===== src/rtl/spq_pkg.sv =====
// Shared types, codes and widths for the sorted priority queue.
package spq_pkg;

    // Fixed widths of the interface fields.
    localparam int KIND_W    = 2;
    localparam int KEY_W     = 16;
    localparam int PAYLOAD_W = 32;
    localparam int STATUS_W  = 2;
    localparam int CAP_W     = 5;

    // Default sizing of the cell chain.
    localparam int DEPTH_DEF        = 16;
    localparam int KEY_BITS_DEF     = 16;
    localparam int PAYLOAD_BITS_DEF = 32;

    // Capacity register value after reset.
    localparam logic [CAP_W-1:0] CAP_RESET = 5'd16;

    // Operation codes on the kind field.
    localparam logic [KIND_W-1:0] KIND_INSERT = 2'd0;
    localparam logic [KIND_W-1:0] KIND_PEEK   = 2'd1;
    localparam logic [KIND_W-1:0] KIND_POP    = 2'd2;

    // Status codes on the result.
    localparam logic [STATUS_W-1:0] ST_OK    = 2'd0;
    localparam logic [STATUS_W-1:0] ST_FULL  = 2'd1;
    localparam logic [STATUS_W-1:0] ST_EMPTY = 2'd2;

    // Action broadcast to every cell of the chain.
    typedef enum logic [1:0] {
        CELL_HOLD,
        CELL_INSERT,
        CELL_POP
    } cell_op_t;

endpackage


===== src/rtl/spq_cell.sv =====
// One storage cell of the sorted chain: holds a key and payload, shifts with its neighbors.
module spq_cell
    import spq_pkg::*;
#(
    parameter int KEY_BITS     = KEY_BITS_DEF,
    parameter int PAYLOAD_BITS = PAYLOAD_BITS_DEF
)
(
    input  logic                    clk,
    input  cell_op_t                op,
    input  logic [KEY_BITS-1:0]     new_key,
    input  logic [PAYLOAD_BITS-1:0] new_payload,
    input  logic                    occupied,
    input  logic                    left_take,
    input  logic [KEY_BITS-1:0]     left_key,
    input  logic [PAYLOAD_BITS-1:0] left_payload,
    input  logic [KEY_BITS-1:0]     right_key,
    input  logic [PAYLOAD_BITS-1:0] right_payload,
    output logic                    take,
    output logic [KEY_BITS-1:0]     key,
    output logic [PAYLOAD_BITS-1:0] payload
);

    logic [KEY_BITS-1:0]     key_reg;
    logic [KEY_BITS-1:0]     key_next;
    logic [PAYLOAD_BITS-1:0] payload_reg;
    logic [PAYLOAD_BITS-1:0] payload_next;

    // The new entry goes at or before this cell unless this cell holds a key
    // that is not greater; equal keys stay ahead so ties leave in arrival order.
    assign take = !(occupied && (key_reg <= new_key));

    // Next contents: the first taking cell loads the new entry, later ones
    // take their left neighbor's; a pop moves everything one place left.
    always_comb
    begin
        key_next     = key_reg;
        payload_next = payload_reg;
        case (op)
            CELL_INSERT:
            begin
                if (take && !left_take)
                begin
                    key_next     = new_key;
                    payload_next = new_payload;
                end
                else if (take)
                begin
                    key_next     = left_key;
                    payload_next = left_payload;
                end
            end
            CELL_POP:
            begin
                key_next     = right_key;
                payload_next = right_payload;
            end
            default:
            begin
                key_next     = key_reg;
                payload_next = payload_reg;
            end
        endcase
    end

    // Entry storage needs no reset; only slots below the fill count are read.
    always_ff @(posedge clk)
    begin
        key_reg     <= key_next;
        payload_reg <= payload_next;
    end

    assign key     = key_reg;
    assign payload = payload_reg;

endmodule


===== src/rtl/sorted_priority_queue_with_capacity_top.sv =====
// Top level of the sorted priority queue: command decode, fill count and the cell chain.
//
// A transaction accepted on start is answered by done in the following cycle
// with status, head_key and head_payload, and busy stays low, so a command
// may be issued in every cycle. The chain of DEPTH cells makes this possible:
// all cells compare their stored key with the new key in parallel and shift
// in the same edge. The receiver cannot stall: each result is shown for
// exactly one cycle. Entries are kept in ascending key order, equal keys in
// arrival order; an insert is refused with status full once the fill count
// reaches the smaller of the capacity register and DEPTH. The capacity
// register is written over the cfg channel, which is always ready; the user
// must write it only while the queue is idle, which the block does not enforce.
module sorted_priority_queue_with_capacity_top
    import spq_pkg::*;
#(
    parameter int DEPTH        = DEPTH_DEF,
    parameter int KEY_BITS     = KEY_BITS_DEF,
    parameter int PAYLOAD_BITS = PAYLOAD_BITS_DEF
)
(
    input  logic                 clk,
    input  logic                 rst_n,
    input  logic                 start,
    output logic                 busy,
    input  logic [KIND_W-1:0]    kind,
    input  logic [KEY_W-1:0]     key,
    input  logic [PAYLOAD_W-1:0] payload,
    output logic                 done,
    output logic [STATUS_W-1:0]  status,
    output logic [KEY_W-1:0]     head_key,
    output logic [PAYLOAD_W-1:0] head_payload,
    input  logic                 cfg_valid,
    output logic                 cfg_ready,
    input  logic [CAP_W-1:0]     cfg_data
);

    localparam int CNT_W = $clog2(DEPTH + 1);
    localparam int CMP_W = (CNT_W > CAP_W) ? CNT_W : CAP_W;
    localparam logic [CMP_W-1:0] DEPTH_C = CMP_W'(DEPTH);

    logic [CAP_W-1:0]     cap_reg;
    logic [CNT_W-1:0]     count_reg;
    logic [CNT_W-1:0]     count_next;
    logic                 done_reg;
    logic [STATUS_W-1:0]  status_reg;
    logic [STATUS_W-1:0]  status_next;
    logic [KEY_W-1:0]     head_key_reg;
    logic [KEY_W-1:0]     head_key_next;
    logic [PAYLOAD_W-1:0] head_payload_reg;
    logic [PAYLOAD_W-1:0] head_payload_next;

    logic [KEY_BITS-1:0]     in_key;
    logic [PAYLOAD_BITS-1:0] in_payload;
    logic [KEY_W-1:0]        top_key;
    logic [PAYLOAD_W-1:0]    top_payload;
    logic [CMP_W-1:0]        limit;
    logic                    full;
    logic                    empty;
    logic                    accept;
    cell_op_t                op;

    logic [KEY_BITS-1:0]     chain_key     [DEPTH+1];
    logic [PAYLOAD_BITS-1:0] chain_payload [DEPTH+1];
    logic                    chain_take    [DEPTH+1];

    // Every command is answered without stalling, so the queue never holds start off.
    assign busy      = 1'b0;
    assign cfg_ready = 1'b1;
    assign accept    = start && !busy;

    // Fit the fixed-width fields to the stored widths and back.
    generate
        if (KEY_BITS >= KEY_W)
        begin : g_key_wide
            assign in_key  = KEY_BITS'(key);
            assign top_key = chain_key[1][KEY_W-1:0];
        end
        else
        begin : g_key_narrow
            assign in_key  = key[KEY_BITS-1:0];
            assign top_key = KEY_W'(chain_key[1]);
        end
        if (PAYLOAD_BITS >= PAYLOAD_W)
        begin : g_pay_wide
            assign in_payload  = PAYLOAD_BITS'(payload);
            assign top_payload = chain_payload[1][PAYLOAD_W-1:0];
        end
        else
        begin : g_pay_narrow
            assign in_payload  = payload[PAYLOAD_BITS-1:0];
            assign top_payload = PAYLOAD_W'(chain_payload[1]);
        end
    endgenerate

    // Effective capacity is the register clipped to the chain depth.
    assign limit = (CMP_W'(cap_reg) > DEPTH_C) ? DEPTH_C : CMP_W'(cap_reg);
    assign full  = CMP_W'(count_reg) >= limit;
    assign empty = (count_reg == '0);

    // Command decode: chain action, new count and the result fields.
    always_comb
    begin
        op                = CELL_HOLD;
        count_next        = count_reg;
        status_next       = ST_OK;
        head_key_next     = '0;
        head_payload_next = '0;
        case (kind)
            KIND_INSERT:
            begin
                if (full)
                begin
                    status_next = ST_FULL;
                end
                else
                begin
                    op         = CELL_INSERT;
                    count_next = count_reg + CNT_W'(1);
                end
            end
            KIND_PEEK:
            begin
                if (empty)
                begin
                    status_next = ST_EMPTY;
                end
                else
                begin
                    head_key_next     = top_key;
                    head_payload_next = top_payload;
                end
            end
            KIND_POP:
            begin
                if (empty)
                begin
                    status_next = ST_EMPTY;
                end
                else
                begin
                    op         = CELL_POP;
                    count_next = count_reg - CNT_W'(1);
                end
            end
            default:
            begin
                op = CELL_HOLD;
            end
        endcase
        if (!accept)
        begin
            op         = CELL_HOLD;
            count_next = count_reg;
        end
    end

    // Ends of the chain: nothing takes before the head, empty data past the tail.
    assign chain_take[0]          = 1'b0;
    assign chain_key[0]           = '0;
    assign chain_payload[0]       = '0;

    logic [KEY_BITS-1:0]     tail_key;
    logic [PAYLOAD_BITS-1:0] tail_payload;
    assign tail_key     = '0;
    assign tail_payload = '0;

    // Row of cells; cell i sits at chain index i+1, the head at index one.
    generate
        for (genvar i = 0; i < DEPTH; i++)
        begin : g_cell
            logic [KEY_BITS-1:0]     r_key;
            logic [PAYLOAD_BITS-1:0] r_payload;
            if (i == DEPTH - 1)
            begin : g_last
                assign r_key     = tail_key;
                assign r_payload = tail_payload;
            end
            else
            begin : g_mid
                assign r_key     = chain_key[i+2];
                assign r_payload = chain_payload[i+2];
            end
            spq_cell #(
                .KEY_BITS     (KEY_BITS),
                .PAYLOAD_BITS (PAYLOAD_BITS)
            ) u_cell (
                .clk           (clk),
                .op            (op),
                .new_key       (in_key),
                .new_payload   (in_payload),
                .occupied      (count_reg > CNT_W'(i)),
                .left_take     (chain_take[i]),
                .left_key      (chain_key[i]),
                .left_payload  (chain_payload[i]),
                .right_key     (r_key),
                .right_payload (r_payload),
                .take          (chain_take[i+1]),
                .key           (chain_key[i+1]),
                .payload       (chain_payload[i+1])
            );
        end
    endgenerate

    // Control state: capacity register, fill count and result strobe.
    always_ff @(posedge clk or negedge rst_n)
    begin
        if (!rst_n)
        begin
            cap_reg   <= CAP_RESET;
            count_reg <= '0;
            done_reg  <= 1'b0;
        end
        else
        begin
            if (cfg_valid && cfg_ready)
            begin
                cap_reg <= cfg_data;
            end
            count_reg <= count_next;
            done_reg  <= accept;
        end
    end

    // Result fields, captured with each accepted transaction.
    always_ff @(posedge clk)
    begin
        if (accept)
        begin
            status_reg       <= status_next;
            head_key_reg     <= head_key_next;
            head_payload_reg <= head_payload_next;
        end
    end

    assign done         = done_reg;
    assign status       = status_reg;
    assign head_key     = head_key_reg;
    assign head_payload = head_payload_reg;

endmodule

===== config.mk =====
export PLATFORM = sky130hd
export DESIGN_NAME = sorted_priority_queue_with_capacity_top
export DESIGN_NICKNAME = d
export VERILOG_FILES = /design/src/rtl/spq_pkg.sv /design/src/rtl/spq_cell.sv /design/src/rtl/sorted_priority_queue_with_capacity_top.sv
export SDC_FILE = /design/constraint.sdc
export NUM_CORES = 2
export LEC_CHECK = 0
export BUFFER_PORTS_ARGS = -buffer_cell sky130_fd_sc_hd__buf_2
export CAP_MARGIN = 40
export CELL_PAD_IN_SITES_DETAIL_PLACEMENT = 1
export CELL_PAD_IN_SITES_GLOBAL_PLACEMENT = 1
export CORE_UTILIZATION = 52
export CTS_CLUSTER_SIZE = 10
export DETAILED_ROUTE_END_ITERATION = 6
export PLACE_DENSITY = 0.81
export SLEW_MARGIN = 20
export SYNTH_ARGS = -nofsm -noshare
export SYNTH_HDL_FRONTEND = slang
export SYNTH_SLANG_ARGS = --single-unit

===== constraint.sdc =====
create_clock -name clk -period 6.47 [get_ports clk]
set_input_delay 0 -clock clk [delete_from_list [all_inputs] [get_ports clk]]
set_output_delay 0 -clock clk [all_outputs]
set_load 0.03 [all_outputs]

==> results.md <==
- Hold endpoint: g_cell[15].u_cell.key[0]
- Die width: 301.9 um
- First-pass GRT wire length: 237.2 mm
- TNS Setup: 0 ps
- Yosys warning count: 0
- Power Dens Cells: 448.7 nW/um^2
- FF-to-FF setup slack: 1960 ps
- Drt wl/cell: 30.88 um
- Vias per cell: 7.069
- Cell area after synthesis: 46750 um^2
- Slew headroom: 38.28%
- Number of enable flip-flop cells after synthesis: 818
- R2R depth: 16
- Syn avg cell area: 11.92 um^2
- HP Start: key[0]
- Row count: 109
- Root buffer cell: clkbuf_16
- Clk sinks: 829
- Final Critical Period: 4537 ps
- Initial antenna violation count: 3
- Clk Latency, worst-skew pair: 690 ps
- Worst slew pin tran: 917.3 ps
- HP Class: in -> reg
- Total track usage: 34.65%
- # setup viols final: 0
- Post-synthesis async set-or-reset flop share: 1.327%
- Power Total: 23450 uW
- Drt first-iter violations: 4245
- ANT nets after route: 0
- H-Tree Depth: 3
- #FFs+latches synth: 829
- Vias in the first global route: 36803
- Outcome: completed
- R2R Path Start: count_reg[0]
- GPL Wtd Cong: 0.9222
- Worst Path Class, Setup: in -> reg
- Share of layout cells above drive strength 1: 9.531%
- Peak VDD IR: 0.4663 mV
- RSZ-0062 raised after global routing: no
- Max reg flops: 512
- Area Overhead vs Synth: 11.78%
- Critical Path AT: 4930 ps
- WHS Path Cells: 3
- Ports: 112
- Die area: 91110 um^2
- Max-cap violation count: 0
- Gate Count Post-Synth: 3923
- Final Cycle Share: 70.12%
- Reg clk slew, reported paths: 60 ps
- Ant. Diodes: 0
- Ys flop type: edfxtp_1
- Via count: 36569
- Pin count of the biggest net entering global routing: 169
- Critical path peak fanout: 48
- Crit start category: input pin
- Crit. End Element: flop
- WP data required: 6860 ps
- # port buffers: 109
- Total gr overflow: 0
- Fmax: 220.4 MHz
- CORE AREA: 88780 um^2
- # DRC: 0
- Post-synth top area share: 52.54%
- Netlist cell types: 71
- Wirelength, routed: 159.8 mm
- Post-DP HPWL: 100.5 mm
- Hold buffer count at CTS: 63
- Num CTS Buffers: 96
- Max clock buf depth: 3
- Sequential cell area fraction in the yosys report: 53.13%
- Final std cell area, no fill: 52260 um^2
- Effective utilization at floorplan: 52.66%
- Reg-to-reg endpoint: g_cell[9].u_cell.payload[28]
- First drt pass iteration count: 7
- Setup Fix Bufs, Post-CTS: 0
- Synth Net Count: 4254
- Fin. Hold Viols: 0
- Main area contributors after synthesis: edfxtp_1 (53%), a221o_1 (9.1%), ha_1 (7.3%)
- Lkg Pwr: 0.02008 uW
- Die outline height: 301.9 um
- Placed standard-cell area: 48810 um^2
- Post-synth top area cell: edfxtp_1
- Max Slew Vio Count: 0
- Worst Skew: 27.43 ps
- Nets: 4310
- CTS tree: done
- Post-cts resize count: 0
-- logic make-up (layout without fill, tap and decap cells) --
| group | count (synthesis) | count (layout) | share of synthesized area (%) |
|---|---|---|---|
| compound gates | 1107 | 1107 | 17.98 |
| simple gates | 1045 | 1045 | 12.49 |
| flops | 829 | 829 | 53.13 |
| buf+inv | 417 | 502 | 3.731 |
| fa+ha+maj | 272 | 272 | 7.279 |
| mux | 247 | 247 | 5.301 |
| xor+xnor | 4 | 4 | 0.07495 |
| other cells | 2 | 2 | 0.01606 |
-- routing by layer --
| layer | wire, um | track usage (%) | up-vias |
|---|---|---|---|
| li1 | - | - | 15680 |
| met1 | 65460 | 48.08 | 18647 |
| met2 | 73830 | 54.79 | 1876 |
| met3 | 13920 | 5.064 | 366 |
| met4 | 6543 | 13.99 | 0 |
| met5 | 0 | 0 | - |
-- where the power goes --
part	internal [uW]	total (uW)	switching, uW
registers	7990	8860	867
clock network	2740	4940	2200
logic	3570	9650	6070
total	14300	23400	9140
-- how the worst max path moves through the flow --
stage                     cells past startpoint         start  slack, ps                       endpoint
after CTS                                    10  count_reg[1]       1950   g_cell[3].u_cell.payload[19]
after floorplan                              14  count_reg[1]       1090        g_cell[0].u_cell.key[0]
after global routing                         16  count_reg[0]       1720   g_cell[9].u_cell.payload[28]
final                                        11       key[13]       1930        g_cell[9].u_cell.key[0]
after detailed placement                     11       key[13]       1920  g_cell[10].u_cell.payload[31]
after global placement                       12  count_reg[0]       1960    g_cell[0].u_cell.payload[7]
-- metrics by stage --
| step | util (%) | instances | setup WS [ps] | hold slack, ps |
|---|---|---|---|---|
| 2_1_floorplan | - | 3923 | 1088 | -295.6 |
| 4_1_cts | 58.68 | 5153 | 1948 | 14.56 |
| 5_1_grt | 58.87 | 5173 | 1719 | 74.64 |
| 3_3_place_gp | 54.54 | 4940 | 1958 | -110.5 |
| 6_report | 58.87 | 5173 | 1933 | 48.61 |
| 3_5_place_dp | 54.98 | 4963 | 1921 | -107.8 |
-- cell usage after synthesis, drive strengths merged (4+ instances only) --
library cell / count
edfxtp: 818
a221o: 425
nor3b: 384
nand2: 335
o21ai: 285
ha: 272
mux2i: 242
clkbuf: 238
a21oi: 171
nor2: 127
buf: 96
inv: 83
a21o: 64
and3: 52
nand4: 50
o31a: 49
a2bb2oi: 47
nor3: 29
nor4: 19
nor2b: 18
a31oi: 11
dfrtp: 10
nand3: 10
o211a: 9
o211ai: 7
o311ai: 6
mux2: 5
o21a: 5
nand2b: 4
o21bai: 4
or2: 4
or4: 4
-- layout make-up --
cell class,instances,area [um^2]
fill,8859,36520
sequential,829,24840
clock buffer,111,2501
inverter,83,316.6
multi-input combinational,2677,20500
timing repair buffer,292,2496
tap,1165,1458
clock inverter,16,152.6
-- worst max-delay path, stage by stage --
cell,delay [ps]
dlygate4sd3_1,530
buf_2,170
inv_1,550
ha_1,370
nand4_1,240
o21ai_0,130
a31oi_1,510
nor4bb_1,550
or2_2,750
and2_4,830
o221ai_1,250
-- placed cells by master (no fill, tap or decap), drive strengths merged, types with 19 or more instances in the layout --
cell type,n
o31a,49
nor3,29
buf,228
edfxtp,818
a21oi,171
inv,86
o21ai,285
nand4,50
nor3b,384
nand2,335
ha,272
mux2i,242
clkbuf,112
nor4,19
a221o,425
and3,52
a2bb2oi,47
dlygate4sd3,63
nor2,127
a21o,64
Power figures use the tool's default switching activity.
